==> src/rtl/core/smm_pkg.sv <==
// Shared types and constants for the square matrix multiplier.
`default_nettype none

package smm_pkg;

   localparam int ELEM_W = 16;
   localparam int IDX_W  = 2;

   typedef logic [ELEM_W-1:0] elem_type;
   typedef logic [IDX_W-1:0]  idx_type;

   typedef struct packed {
      logic    first_k;
      logic    last_k;
      idx_type row;
      idx_type col;
      logic    last_elem;
   } tag_type;

endpackage

`default_nettype wire

==> src/rtl/core/square_matrix_multiply.sv <==
// Square matrix multiplier: two element stores and a multiply-accumulate pipeline.
//
// Usage: load matrix elements one word at a time on the req_ ports; a word is
// taken at a rising edge with start high and busy low. req_which_matrix picks
// the left (0) or right (1) store, req_row and req_col the entry; a word whose
// row or column is DIM or more writes nothing. A word with req_go set is
// written like any other and then starts the multiply: busy rises and the
// block walks i, j, k, reading one entry of each store per cycle, through a
// pipeline of store read, multiply and accumulate. The DIM*DIM product words
// leave row-major on the rsp_ ports, each for one cycle with rsp_strobe high,
// one at the end of each walk over k; rsp_last marks the final one. busy falls
// in the cycle that final word is presented, so the next load may follow
// directly. The receiver cannot stall: every word is taken in the cycle it is
// shown. Reset clears busy, the issue flag, the pipeline valid bits and
// rsp_strobe; the stores are not cleared and an entry must be written before
// a multiply reads it.
`default_nettype none

module square_matrix_multiply #(
   parameter int DIM = 4
) (
   input  wire                 clock,
   input  wire                 reset,
   input  wire                 start,
   output logic                busy,
   input  wire                 req_which_matrix,
   input  wire smm_pkg::idx_type  req_row,
   input  wire smm_pkg::idx_type  req_col,
   input  wire smm_pkg::elem_type req_element_value,
   input  wire                 req_go,
   output logic                rsp_strobe,
   output smm_pkg::idx_type    rsp_out_row,
   output smm_pkg::idx_type    rsp_out_col,
   output smm_pkg::elem_type   rsp_product_value,
   output logic                rsp_last
);

   localparam int CELLS = DIM * DIM;
   localparam int IW    = $clog2(DIM);
   localparam int AW    = $clog2(CELLS);

   smm_pkg::elem_type left_mem  [CELLS];
   smm_pkg::elem_type right_mem [CELLS];

   logic              busy_ff, busy_in;
   logic              issue_ff, issue_in;
   logic [IW-1:0]     i_ff, i_in, j_ff, j_in, k_ff, k_in;
   logic              rd_v_ff;
   smm_pkg::tag_type  rd_tag_ff;
   smm_pkg::elem_type rd_a_ff, rd_b_ff;
   logic              mul_v_ff;
   smm_pkg::tag_type  mul_tag_ff;
   smm_pkg::elem_type prod_ff;
   smm_pkg::elem_type acc_ff, acc_in;
   logic              rsp_strobe_ff;
   smm_pkg::idx_type  rsp_row_ff, rsp_col_ff;
   smm_pkg::elem_type rsp_value_ff;
   logic              rsp_last_ff;

   logic              accept;
   logic              in_range;
   logic [AW-1:0]     wr_addr, rd_a_addr, rd_b_addr;
   logic              k_end, j_end, i_end;
   smm_pkg::tag_type  issue_tag;
   smm_pkg::elem_type sum;

   assign accept   = start && !busy_ff;
   assign in_range = (32'(req_row) < DIM) && (32'(req_col) < DIM);
   assign wr_addr  = AW'(32'(req_row) * DIM + 32'(req_col));
   assign rd_a_addr = AW'(32'(i_ff) * DIM + 32'(k_ff));
   assign rd_b_addr = AW'(32'(k_ff) * DIM + 32'(j_ff));

   assign k_end = (k_ff == IW'(DIM - 1));
   assign j_end = (j_ff == IW'(DIM - 1));
   assign i_end = (i_ff == IW'(DIM - 1));

   assign issue_tag.first_k   = (k_ff == '0);
   assign issue_tag.last_k    = k_end;
   assign issue_tag.row       = smm_pkg::IDX_W'(i_ff);
   assign issue_tag.col       = smm_pkg::IDX_W'(j_ff);
   assign issue_tag.last_elem = i_end && j_end;

   assign sum = (mul_tag_ff.first_k ? '0 : acc_ff) + prod_ff;

   // advance i, j, k through the run
   always_comb begin
      issue_in = issue_ff;
      i_in     = i_ff;
      j_in     = j_ff;
      k_in     = k_ff;
      busy_in  = busy_ff;
      acc_in   = acc_ff;
      if (accept && req_go) begin
         issue_in = 1'b1;
         busy_in  = 1'b1;
         i_in     = '0;
         j_in     = '0;
         k_in     = '0;
      end else if (issue_ff) begin
         if (k_end) begin
            k_in = '0;
            if (j_end) begin
               j_in = '0;
               if (i_end) begin
                  issue_in = 1'b0;
               end else begin
                  i_in = i_ff + 1'b1;
               end
            end else begin
               j_in = j_ff + 1'b1;
            end
         end else begin
            k_in = k_ff + 1'b1;
         end
      end
      if (mul_v_ff) begin
         acc_in = sum;
         if (mul_tag_ff.last_k && mul_tag_ff.last_elem) begin
            busy_in = 1'b0;
         end
      end
   end

   always_ff @(posedge clock) begin
      if (accept && in_range) begin
         if (req_which_matrix) begin
            right_mem[wr_addr] <= req_element_value;
         end else begin
            left_mem[wr_addr] <= req_element_value;
         end
      end
      if (issue_ff) begin
         rd_a_ff <= left_mem[rd_a_addr];
         rd_b_ff <= right_mem[rd_b_addr];
      end
   end

   always_ff @(posedge clock) begin
      if (reset) begin
         busy_ff       <= 1'b0;
         issue_ff      <= 1'b0;
         rd_v_ff       <= 1'b0;
         mul_v_ff      <= 1'b0;
         rsp_strobe_ff <= 1'b0;
      end else begin
         busy_ff       <= busy_in;
         issue_ff      <= issue_in;
         rd_v_ff       <= issue_ff;
         mul_v_ff      <= rd_v_ff;
         rsp_strobe_ff <= mul_v_ff && mul_tag_ff.last_k;
      end
      i_ff       <= i_in;
      j_ff       <= j_in;
      k_ff       <= k_in;
      rd_tag_ff  <= issue_tag;
      mul_tag_ff <= rd_tag_ff;
      prod_ff    <= smm_pkg::ELEM_W'(rd_a_ff * rd_b_ff);
      acc_ff     <= acc_in;
      if (mul_v_ff && mul_tag_ff.last_k) begin
         rsp_row_ff   <= mul_tag_ff.row;
         rsp_col_ff   <= mul_tag_ff.col;
         rsp_value_ff <= sum;
         rsp_last_ff  <= mul_tag_ff.last_elem;
      end
   end

   assign busy              = busy_ff;
   assign rsp_strobe        = rsp_strobe_ff;
   assign rsp_out_row       = rsp_row_ff;
   assign rsp_out_col       = rsp_col_ff;
   assign rsp_product_value = rsp_value_ff;
   assign rsp_last          = rsp_last_ff;

endmodule

`default_nettype wire
==> config.mk <==
export PLATFORM = sky130hd
export DESIGN_NAME = square_matrix_multiply
export DESIGN_NICKNAME = d
export VERILOG_FILES = /design/src/rtl/core/smm_pkg.sv /design/src/rtl/core/square_matrix_multiply.sv
export SDC_FILE = /design/constraint.sdc
export NUM_CORES = 1
export LEC_CHECK = 0
export ABC_CLOCK_PERIOD_IN_PS = 5300
export BUFFER_PORTS_ARGS = -buffer_cell sky130_fd_sc_hd__buf_2
export CORE_ASPECT_RATIO = 1.75
export CORE_MARGIN = 2
export CORE_UTILIZATION = 55
export DETAILED_ROUTE_END_ITERATION = 16
export MAX_ROUTING_LAYER = met4
export PLACE_DENSITY = 0.84
export SLEW_MARGIN = 0
export SYNTH_ARGS = -nofsm -noshare
export SYNTH_HDL_FRONTEND = slang
export SYNTH_SLANG_ARGS = --single-unit
==> constraint.sdc <==
create_clock -name clock -period 5.3 [get_ports clock]
set_clock_uncertainty 0.1 [all_clocks]
set_input_delay 0.53 -clock clock [delete_from_list [all_inputs] [get_ports clock]]
set_output_delay 0.53 -clock clock [all_outputs]
set_load 0.01 [all_outputs]
# --- Word level (Yosys, flattened, before mapping) ---
# Memories as Yosys holds them, arrays and structs flattened. A register that Yosys moved wholly into a read port is not among the register bits.
# Cells that the tools add are included.
op_classes:
  n_eq_ne: 3
  div_mod_pow: 0
  n_addsub: 7
  mul: 1
  bitwise_logic: 1
  n_mux: 17
  n_shift: 0
  order_cmp: 0
  n_reduce_logical: 9
op_table:
  columns: ["operator", "count"]
  rows:
  - ["adder 16 bit", 1]
  - ["multiplier 16 x 16 -> 16 bit", 1]
  - ["2-to-1 mux 16 bit", 1]
  - ["2-to-1 mux 1 bit", 14]
  - ["adder 4 x 2 -> 4 bit", 3]
  - ["adder 2 x 1 -> 2 bit, second input constant", 3]
  - ["equality test 2 bit, second input constant", 3]
  - ["logical AND 1 bit", 5]
  - ["2-to-1 mux 2 bit", 2]
  - ["AND reduction 4 bit", 1]
  - ["logical NOT 2 bit", 1]
  - ["AND reduction 2 bit", 1]
  - ["logical NOT 1 bit", 1]
  - ["NOT 1 bit", 1]
word_totals:
  latch_bits: 0
  register_bits: 78
  memories: 2
  wordCells: 64
  ramBits: 512
  output_inout_bits: 23
  input_bits: 25
  rom_bits: 0
mem_list:
  columns: ["memory", "words", "width", "rd", "rd_ports_with_merged_regs", "write_ports", "line_no", "source"]
  rows:
  - ["left_mem", 16, 16, 1, 1, 1, "square_matrix_multiply.sv:42", "smm_pkg::elem_type left_mem [CELLS];"]
  - ["right_mem", 16, 16, 1, 1, 1, "square_matrix_multiply.sv:43", "smm_pkg::elem_type right_mem [CELLS];"]

# --- Logic depth before layout (Yosys ltp) ---
# Gate-level depths: netlist (run 1).
logic_depth:
  depth_word: 6
  mapped_depth: 20
  ltp_nobuf: 19

# --- Worst setup path after synthesis (run 1) ---
# Ideal clock, no wire load.
synth_path:
  path_kind: "register to register"
  start: "register rd_b_ff[1], read port of right_mem"
  end: "register prod_ff[13]"
  period_less_slack_ns: 5.017
  setup_time_ns: 0.072
  required_time_ns: 5.128
  slack_ns: 0.283
  path_stages_with_launch: 19
  t_arrival_ns: 4.845
  n_path_buf: 1
  cell_sequence: "edfxtp_1 > clkbuf_1 > nand2_1 > fa_1 > fa_1 > fa_1 > fa_1 > inv_1 > fa_1 > inv_1 > fa_1 > inv_1 > ha_1 > nand2_1 > o21ai_0 > a41oi_1 > nand2b_1 > a21oi_1 > xnor2_1"
synth_between:
  elab_chain_len: 1
synth_rtl:
  columns: ["element", "line_no", "source"]
  rows:
  - ["from (decl)", "square_matrix_multiply.sv:50", "smm_pkg::elem_type rd_a_ff, rd_b_ff;"]
  - ["multiplier 16 x 16 -> 16 bit", "square_matrix_multiply.sv:157", "prod_ff <= smm_pkg::ELEM_W'(rd_a_ff * rd_b_ff);"]
  - ["to (signal assigned)", "square_matrix_multiply.sv:157", null]
  - ["to (decl)", "square_matrix_multiply.sv:53", "smm_pkg::elem_type prod_ff;"]
# No other way between the ends.
# A chain may end at the register's enable or synchronous reset.

# --- Worst setup path in the final report (run 1) ---
layout_path:
  start: "register rd_b_ff[4], read port of right_mem"
  end: "register prod_ff[15]"
# The elaborated chain is that of the path after synthesis.

==> results of run 1 <==
layout by cell type, fill, tap and decap left out, types with 5 or more instances in the layout:
cell,count
nor2b_1,20
fa_1,81
buf_2,47
nand2b_1,10
nor2_1,46
nand2_1,81
dfxtp_1,36
and2_1,73
a21o_1,5
ha_1,65
o21a_1,5
mux4_2,160
buf_4,67
inv_1,120
xor2_1,13
nor3_2,8
clkbuf_1,11
edfxtp_1,581
o21ai_0,5
clkbuf_16,51
a21oi_1,18
xnor2_1,42
clkinv_2,16
through the flow:
step	total power, W	cell area, µm²	hold WS [ns]	std cells	utilization, %
2_1_floorplan	0.01013	27200	0.2096	1473	-
3_3_place_gp	0.01112	28450	0.2109	2177	58.38
3_5_place_dp	0.01137	28450	0.2143	2177	58.38
4_1_cts	0.01505	30090	0.06697	2272	61.74
5_1_grt	0.01619	30200	0.08065	2280	61.97
6_report	0.01531	30200	0.09565	2280	61.97
sequential cells by signal (all words and copies together) (netlist names), 7 cells and up:
| signal | count |
|---|---|
| acc_ff | 16 |
| left_mem | 256 |
| rd_tag_ff | 7 |
| rsp_product_value | 16 |
| prod_ff | 16 |
| mul_tag_ff | 7 |
| right_mem | 256 |
| rd_b_ff | 16 |
| rd_a_ff | 16 |
cell families after synthesis:
kind of cell	after synthesis	share of synthesized area [%]
muxes	163	13.36
AOI/OAI and AO/OA	52	1.168
and+or+nand+nor	255	4.682
DFF	622	67.15
xor gates and xnor gates	55	1.771
buffers and inverters	177	2.787
adders and majority gates	149	9.088
cell type report:
cell class	count	area, µm²	share of cell area [%]
Multi-Input combinational cell	674	8273	27.39
Inverter	121	454.2	1.504
Timing Repair Buffer	114	738.2	2.444
Clock buffer	63	1331	4.408
Clock inverter	32	305.3	1.011
Sequential cell	622	18280	60.53
Tap cell	654	818.3	2.709
worst paths after layout:
kind,from,to,slack (ns)
hold reg to reg,rd_tag_ff[6],mul_tag_ff[6],0.23
setup reg to reg,rd_b_ff[4],prod_ff[15],0.12
setup / recovery,rd_b_ff[4],prod_ff[15],0.12
hold / removal,reset,issue_ff,0.1
timing repair:
action | 4_1_cts | 5_1_grt
setup endpoints to repair | 0 | 4
resized for setup | 0 | 9
setup buffers | 0 | 8
power groups by stage:
stage                     sequential [W]  combinational [W]  clock, W
final                            0.00592            0.00572   0.00367
after global routing             0.00594            0.00636   0.00389
after CTS                        0.00593            0.00538   0.00374
after detailed placement         0.00603            0.00534         0
after global placement           0.00602            0.00510         0
after floorplan                  0.00584            0.00428         0
critical path, stage by stage, from the launching register on:
cell and delay [ns]:
edfxtp_1 0.45, buf_4 0.18, and2_1 0.16, fa_1 0.59, inv_1 0.07, fa_1 0.47, inv_1 0.05, fa_1 0.58
fa_1 0.45, fa_1 0.49, inv_1 0.05, fa_1 0.47, inv_1 0.07, ha_4 0.29, o21a_1 0.13, o21a_1 0.15
nor2_1 0.05, a31oi_1 0.17, xnor2_1 0.09
metal layers:
metal  GRT usage [%]  up-vias  wire length, µm  share of wire [%]
met1           25.67     7038            18920                 32
li1                -     5759                -                  -
met4           12.48        0             3479                5.8
met2           45.71      603            33980                 57
met3           2.816      204             3102                5.2
met5               -        -                0                  0
==> results.sh, run 1 <==
export IMPL_outcome="complete, no violations"
export IMPL_synth_seq_cells=622
export IMPL_clk_latency_ns=0.61
export IMPL_fin_nets=1758
export IMPL_grt_max_degree=42
export IMPL_arrival_ns=5.55
export IMPL_p_leak_nw=10.38
export IMPL_io_buffers=47
export IMPL_area_delta_synth_final_pct=11.02
export IMPL_hold_viol=0
export IMPL_power_per_cell_area_nw_per_um2=506.8
export IMPL_startpoint_type="flip-flop"
export IMPL_setup_violations=0
export IMPL_ir_drop_mv=0.5390
export IMPL_ys_flop_type="edfxtp_1"
export IMPL_dr_pass1_iters=5
export IMPL_antenna_left=0
export IMPL_worstMarginPinSlew_ns=1.136
export IMPL_ctsHoldBuffers=0
export IMPL_fmax_mhz=193.2
export IMPL_seqPwrFrac_pct=38.7
export IMPL_synthTopCellsByCount="edfxtp_1 (581), mux4_2 (160), inv_1 (120)"
export IMPL_slew_violations=0
export IMPL_root_buffer="clkbuf_16"
export IMPL_drc=0
export IMPL_yosysUniqueCellTypes=40
export IMPL_synth_area_um2=27200
export IMPL_start_util_pct=55.83
export IMPL_cap_violations=0
export IMPL_drt_initial_drc_count=1090
export IMPL_core_area_um2=48730
export IMPL_layout_drive_gt1_share_pct=23.37
export IMPL_grt_overflow=0
export IMPL_yosys_top_cells_area="edfxtp_1 (64%), mux4_2 (13%), fa_1 (6.0%), ha_1 (3.1%), dfxtp_1 (3.0%)"
export IMPL_wire_per_inst_um=26.09
export IMPL_routed_wl_mm=59.48
export IMPL_vias_per_cell=5.967
export IMPL_timing_final_ws_setup_ns=0.1247
export IMPL_n_antenna_cell=0
export IMPL_avgSynthCellArea_um2=18.47
export IMPL_dieArea_um2=51330
export IMPL_synth_top_area_share_pct=64.13
export IMPL_htreeDepth=2
export IMPL_max_slew_margin_rel_pct=24.15
export IMPL_fill_cells=3298
export IMPL_clockBufferDepth=3
export IMPL_rsz0062_at_grt="true"
export IMPL_yosys_warnings=0
export IMPL_die_h_um=298.2
export IMPL_min_period_ns=5.175
export IMPL_crit_path_max_fanout=5
export IMPL_critical_path_required_ns=5.67
export IMPL_place_gp_congestion=0.9037
export IMPL_die_x_um=172.1
export IMPL_pwr_share_clk_pct=24.0
export IMPL_io_pins=48
export IMPL_p_int_w=0.01040
export IMPL_async_flop_share_pct=0
export IMPL_synthCells=1473
export IMPL_cts_tree="done"
export IMPL_grt_pass1_wl_mm=89.31
export IMPL_track_usage_pct=24.82
export IMPL_power_switching_w=0.004905
export IMPL_hp_class="input port to flip-flop"
export IMPL_combPwrFrac_pct=37.4
export IMPL_path_clk_slew_ns=0.07
export IMPL_p_sw_share_pct=32.05
export IMPL_synth_edf_count=581
export IMPL_vias=13600
export IMPL_cts_sinks=622
export IMPL_pre_cts_slack_ns=0.06176
export IMPL_grt_antenna_before_repair=2
export IMPL_synth_top_cell_by_area="edfxtp_1"
export IMPL_yosysSeqAreaShare_pct=67.15
export IMPL_crit_type="flip-flop to flip-flop"
export IMPL_syn_num_nets=1647
export IMPL_hold_path_cell_count=2
export IMPL_period_share_pct=97.65
export IMPL_grt_pass1_vias=14640
export IMPL_yosys_cell_count_top_type="edfxtp_1"
export IMPL_cts_buffers=51
export IMPL_dpl_hpwl_mm=39.23
export IMPL_rows=107
export IMPL_fin_tns_setup_ns=0
export IMPL_r2r_cells=18
export IMPL_endpoint_kind="flip-flop"
(Power assumes the default switching activity.)
==> inputs of run 2 (changes only) <==
CORE_MARGIN = unset   (was 2)
==> run 2 against run 1 <==
Via count grew 0.15%. Sequential power is essentially flat. Fmax is essentially flat. Critical path depth is the same. Count of clock-buffer cells in the layout shrank 3. Clock power grew 5%. Combinational power grew 0.7%. Non-clock buffer count shrank 1. Largest cell class unchanged.
==> results.sh, run 2 (synthesis results as in run 1) <==
export IMPL_outcome="complete, no violations"
export IMPL_worstMarginPinSlew_ns=1.128
export IMPL_max_stage_delay_ns=0.59
export IMPL_dr_pass1_iters=5
export IMPL_finalPower_w=0.01554
export IMPL_critPathLaunch="rd_b_ff[4]"
export IMPL_reg2reg_from="rd_b_ff[4]"
export IMPL_htreeDepth=2
export IMPL_hp_start="reset"
export IMPL_ir_drop_mv=0.5327
export IMPL_cts_tree="done"
export IMPL_final_util_pct=62.14
export IMPL_cap_violations=0
export IMPL_io_buffers=47
export IMPL_track_usage_pct=25.33
export IMPL_drt_initial_drc_count=1194
export IMPL_dp_cells=2175
export IMPL_rows=107
export IMPL_grt_pass1_vias=14480
export IMPL_clk_latency_ns=0.60
export IMPL_period_share_pct=97.59
export IMPL_die_h_um=296.2
export IMPL_fmax_mhz=193.3
export IMPL_p_leak_nw=10.40
export IMPL_p_int_w=0.01059
export IMPL_cp_num_buf_inv=5
export IMPL_grt_antenna_before_repair=2
export IMPL_ctsHoldBuffers=0
export IMPL_finalInstanceArea_um2=30280
export IMPL_clockBufferDepth=3
export IMPL_p_sw_share_pct=31.86
export IMPL_area_delta_synth_final_pct=11.30
export IMPL_power_switching_w=0.004950
export IMPL_root_buffer="clkbuf_16"
export IMPL_io_pins=48
export IMPL_seqPwrFrac_pct=38.2
export IMPL_dpl_hpwl_mm=39.57
export IMPL_hold_viol=0
export IMPL_setup_violations=0
export IMPL_critical_path_required_ns=5.67
export IMPL_drc=0
export IMPL_fin_nets=1756
export IMPL_power_per_cell_area_nw_per_um2=513.0
export IMPL_grt_pass1_wl_mm=88.64
export IMPL_endpoint_kind="flip-flop"
export IMPL_dieArea_um2=50390
export IMPL_fin_tns_setup_ns=0
export IMPL_vias_per_cell=5.981
export IMPL_crit_top_cell="fa_1"
export IMPL_core_area_um2=48730
export IMPL_reg_top3="left_mem x256, right_mem x256"
export IMPL_layout_drive_gt1_share_pct=22.87
export IMPL_start_util_pct=55.83
export IMPL_vias=13620
export IMPL_final_cell_mix="edfxtp_1 (581), mux4_2 (160), inv_1 (120)"
export IMPL_pwr_share_clk_pct=24.7
export IMPL_crit_family="adder cells"
export IMPL_die_x_um=170.1
export IMPL_grt_overflow=0
export IMPL_crit_path_max_fanout=5
export IMPL_hp_class="input port to flip-flop"
export IMPL_cts_buffers=50
export IMPL_place_gp_congestion=0.9499
export IMPL_startpoint_type="flip-flop"
export IMPL_fin_cells=2278
export IMPL_place_area_um2=28450
export IMPL_max_slew_margin_rel_pct=24.50
export IMPL_combPwrFrac_pct=37.1
export IMPL_routed_wl_mm=59.63
export IMPL_cts_sinks=622
export IMPL_layout_commonest_cell="edfxtp_1"
export IMPL_crit_slowest_cell="fa_1"
export IMPL_path_clk_slew_ns=0.07
export IMPL_antenna_left=0
export IMPL_wire_per_inst_um=26.18
export IMPL_critical_path_cell_chain="buf_4 > and2_1 > fa_1 > inv_1 > fa_1 > inv_1 > fa_1 > fa_1 > fa_1 > inv_1 > fa_1 > inv_1 > ha_4 > o21a_1 > o21a_1 > nor2_1 > a31oi_1 > xnor2_1"
export IMPL_slew_violations=0
export IMPL_grt_max_degree=66
export IMPL_arrival_ns=5.54
export IMPL_min_period_ns=5.172
export IMPL_crit_type="flip-flop to flip-flop"
==> run 2: cell count changes in the layout (fill, tap and decap cells not counted), sizes merged, moves of 2 or more <==
cell      previous run  this run
bufinv               3         8
clkinv              23        19
clkbuf              63        60
clkinvlp             4         2
diode                0         2
==> run 2: what timing repair did <==
item,4_1_cts,5_1_grt
setup buffers,0,9
setup endpoints to repair,0,4
resized for setup,0,9
==> run 2: through the flow <==
| step | hold WS, ns | setup slack [ns] |
|---|---|---|
| after detailed placement | 0.2121 | 0.05015 |
| after global placement | 0.2110 | 0.1631 |
| after CTS | 0.04614 | 0.04419 |
| final | 0.06872 | 0.1278 |
| after global routing | 0.07433 | -0.03442 |
| after floorplan | 0.2096 | 0.2832 |
==> run 2: final timing paths <==
check	endpoint	slack [ns]	cells past startpoint
worst max-delay path	prod_ff[15]	0.13	18
worst min-delay path	issue_ff	0.07	2
worst max register to register	prod_ff[15]	0.13	18
worst min register to register	mul_tag_ff[6]	0.23	0
==> run 2: routing by layer <==
layer  wire length [µm]  GRT usage, %  up-vias
met3               2998         2.709      199
li1                   -             -     5756
met2              33860         47.15      634
met1              19190         25.81     7035
met4               3581         13.51        0
met5                  0             -        -
==> run 2: worst reg2reg max path, delay by kind of cell (launching register included) <==
| kind | cells | cell delay, ns |
|---|---|---|
| fa+ha+maj | 7 | 3.33 |
| flops | 1 | 0.47 |
| compound gates | 3 | 0.45 |
| buf+inv | 5 | 0.42 |
| simple gates | 2 | 0.21 |
| xor+xnor | 1 | 0.10 |
==> run 2: power by group through the flow <==
stage	sequential [W]	combinational [W]	clock, W
4_1_cts	0.00594	0.00545	0.00388
3_3_place_gp	0.00604	0.00509	0
3_5_place_dp	0.00605	0.00538	0
6_report	0.00593	0.00576	0.00384
2_1_floorplan	0.00584	0.00428	0
5_1_grt	0.00596	0.00640	0.00405
==> run 2: layout make-up <==
class	instances	area, µm²
antenna	2	5.005
clock buffer	60	1289
clock inverter	32	406.6
fill	3339	18450
inverter	121	454.2
multi-input combinational	674	8270
sequential	622	18280
tap	654	818.3
timing repair buffer	113	755.7
==> inputs of run 3 (changes only) <==
CAP_MARGIN = 20   (was unset)
CORE_ASPECT_RATIO = 1.2   (was 1.75)
==> run 3 against run 2 <==
Combinational power about the same. Fmax down 1.3%. Flip-flop and latch count unchanged. Non-clock buffer count rose by 4. Count of clock-buffer cells in the layout is 6 higher. Critical endpoint is now prod_ff[14]. Sequential share of layout area fell by 0.51 points. Via count up 0.64%.
==> results.sh, run 3 (synthesis results as in run 1) <==
export IMPL_outcome="complete, no violations"
export IMPL_grt_overflow=0
export IMPL_routed_wl_mm=59.95
export IMPL_drt_initial_drc_count=1386
export IMPL_ir_drop_mv=0.5115
export IMPL_grt_pass1_wl_mm=89.36
export IMPL_pwr_share_clk_pct=26.5
export IMPL_die_x_um=205.0
export IMPL_io_pins=48
export IMPL_reg_top3="left_mem x256, right_mem x256"
export IMPL_power_per_cell_area_nw_per_um2=520.3
export IMPL_critical_path_required_ns=5.72
export IMPL_hold_viol=0
export IMPL_power_switching_w=0.004978
export IMPL_layout_drive_gt1_share_pct=23.55
export IMPL_crit_top_cell="fa_1"
export IMPL_place_gp_congestion=0.8894
export IMPL_rsz0062_at_grt="true"
export IMPL_setup_violations=0
export IMPL_arrival_ns=5.66
export IMPL_dr_pass1_iters=5
export IMPL_drc=0
export IMPL_min_period_ns=5.242
export IMPL_path_clk_slew_ns=0.06
export IMPL_endpoint_kind="flip-flop"
export IMPL_root_buffer="clkbuf_16"
export IMPL_crit_type="flip-flop to flip-flop"
export IMPL_critical_path_cell_chain="buf_4 > and2_1 > fa_1 > fa_1 > ha_1 > fa_1 > inv_1 > fa_1 > fa_1 > inv_1 > ha_1 > nand3_1 > o21ai_0 > a21oi_1 > a21oi_2 > nand4b_1 > o221ai_1"
export IMPL_rrSetupSlack_ns=0.06
export IMPL_cts_tree="done"
export IMPL_startpoint_type="flip-flop"
export IMPL_grt_pass1_vias=14620
export IMPL_io_buffers=47
export IMPL_final_util_pct=63.03
export IMPL_combPwrFrac_pct=36.3
export IMPL_fin_tns_setup_ns=0
export IMPL_rows=88
export IMPL_max_slew_margin_rel_pct=34.30
export IMPL_r2r_cells=17
export IMPL_p_int_w=0.01091
export IMPL_vias=13710
export IMPL_crit_slowest_cell="fa_1"
export IMPL_grt_max_degree=67
export IMPL_wire_per_inst_um=26.40
export IMPL_slew_violations=0
export IMPL_grt_antenna_before_repair=1
export IMPL_core_area_um2=48450
export IMPL_track_usage_pct=25.49
export IMPL_antenna_left=0
export IMPL_period_share_pct=98.90
export IMPL_crit_path_max_fanout=7
export IMPL_fin_nets=1767
export IMPL_hold_path_cell_count=2
export IMPL_clockBufferDepth=3
export IMPL_worstMarginPinSlew_ns=0.9855
export IMPL_seqPwrFrac_pct=37.1
export IMPL_cts_sinks=622
export IMPL_p_leak_nw=10.54
export IMPL_die_h_um=245.6
export IMPL_p_sw_share_pct=31.33
export IMPL_cap_violations=0
export IMPL_vias_per_cell=6.037
export IMPL_cts_buffers=57
export IMPL_final_cell_mix="edfxtp_1 (581), mux4_2 (160), inv_1 (120)"
export IMPL_area_delta_synth_final_pct=12.25
export IMPL_start_util_pct=56.15
export IMPL_fmax_mhz=190.8
export IMPL_layout_commonest_cell="edfxtp_1"
export IMPL_dpl_hpwl_mm=35.76
export IMPL_htreeDepth=2
export IMPL_max_stage_delay_ns=0.58
export IMPL_finalPower_w=0.01589
export IMPL_clk_latency_ns=0.62
export IMPL_dieArea_um2=50360
export IMPL_hp_class="input port to flip-flop"
-- run 3: cell count changes in the layout (fill, tap and decap cells not counted), sizes merged --
cell / delta
clkinv: +7
clkbuf: +6
buf: +4
-- run 3: final timing paths --
| check | startpoint | endpoint |
|---|---|---|
| worst max-delay path | rd_b_ff[4] | prod_ff[14] |
| worst min-delay path | reset | rsp_strobe |
| worst max register to register | rd_b_ff[4] | prod_ff[14] |
| worst min register to register | rd_tag_ff[1] | mul_tag_ff[1] |
-- run 3: cell type report --
type                    count  area [µm²]
repair buffers            117       809.5
diodes                      2       5.005
multi-input cells         674        8264
clock inverters            39       454.2
fillers                  3245       17910
clock buffers              66        1480
well taps                 630       788.3
inverters                 121       454.2
flip-flops and latches    622       18280
-- run 3: critical path: cells and delay by family (launching register included) --
family | cells | cell delay (ns)
compound gates | 4 | 0.77
buf+inv | 3 | 0.29
fa+ha+maj | 7 | 3.09
simple gates | 3 | 0.40
flops | 1 | 0.52
-- run 3: power by group through the flow --
stage,clock (W),combinational [W],sequential [W]
floorplan,0,0.00428,0.00584
global placement,0,0.00514,0.00601
detailed placement,0,0.00542,0.00601
CTS,0.00427,0.00546,0.00591
global route,0.00444,0.00645,0.00592
finish,0.00422,0.00577,0.00590
-- run 3: layer usage --
metal / GRT usage, % / vias up / routed length (µm) / share of wire, %
met5: - / - / 0 / 0
met3: 4.572 / 158 / 4749 / 7.9
met1: 30.85 / 7051 / 21590 / 36
met4: 10.13 / 0 / 2180 / 3.6
met2: 42.57 / 717 / 31430 / 52
li1: - / 5785 / - / -
-- run 3: repair_timing --
item / CTS / global route
resized for setup: 0 / 9
setup buffers: 0 / 15
hold buffers: 0 / 0
setup endpoints to repair: 0 / 4
-- run 3: per-stage QoR --
stage | setup WS [ns] | hold WS (ns) | area [µm²] | std cells
global placement | 0.1139 | 0.2127 | 28380 | 2147
detailed placement | 0.05002 | 0.2121 | 28400 | 2148
global route | -0.08943 | 0.1070 | 30530 | 2270
CTS | 0.03227 | 0.1004 | 30330 | 2253
finish | 0.05819 | 0.1317 | 30540 | 2271
floorplan | 0.2832 | 0.2096 | 27200 | 1473
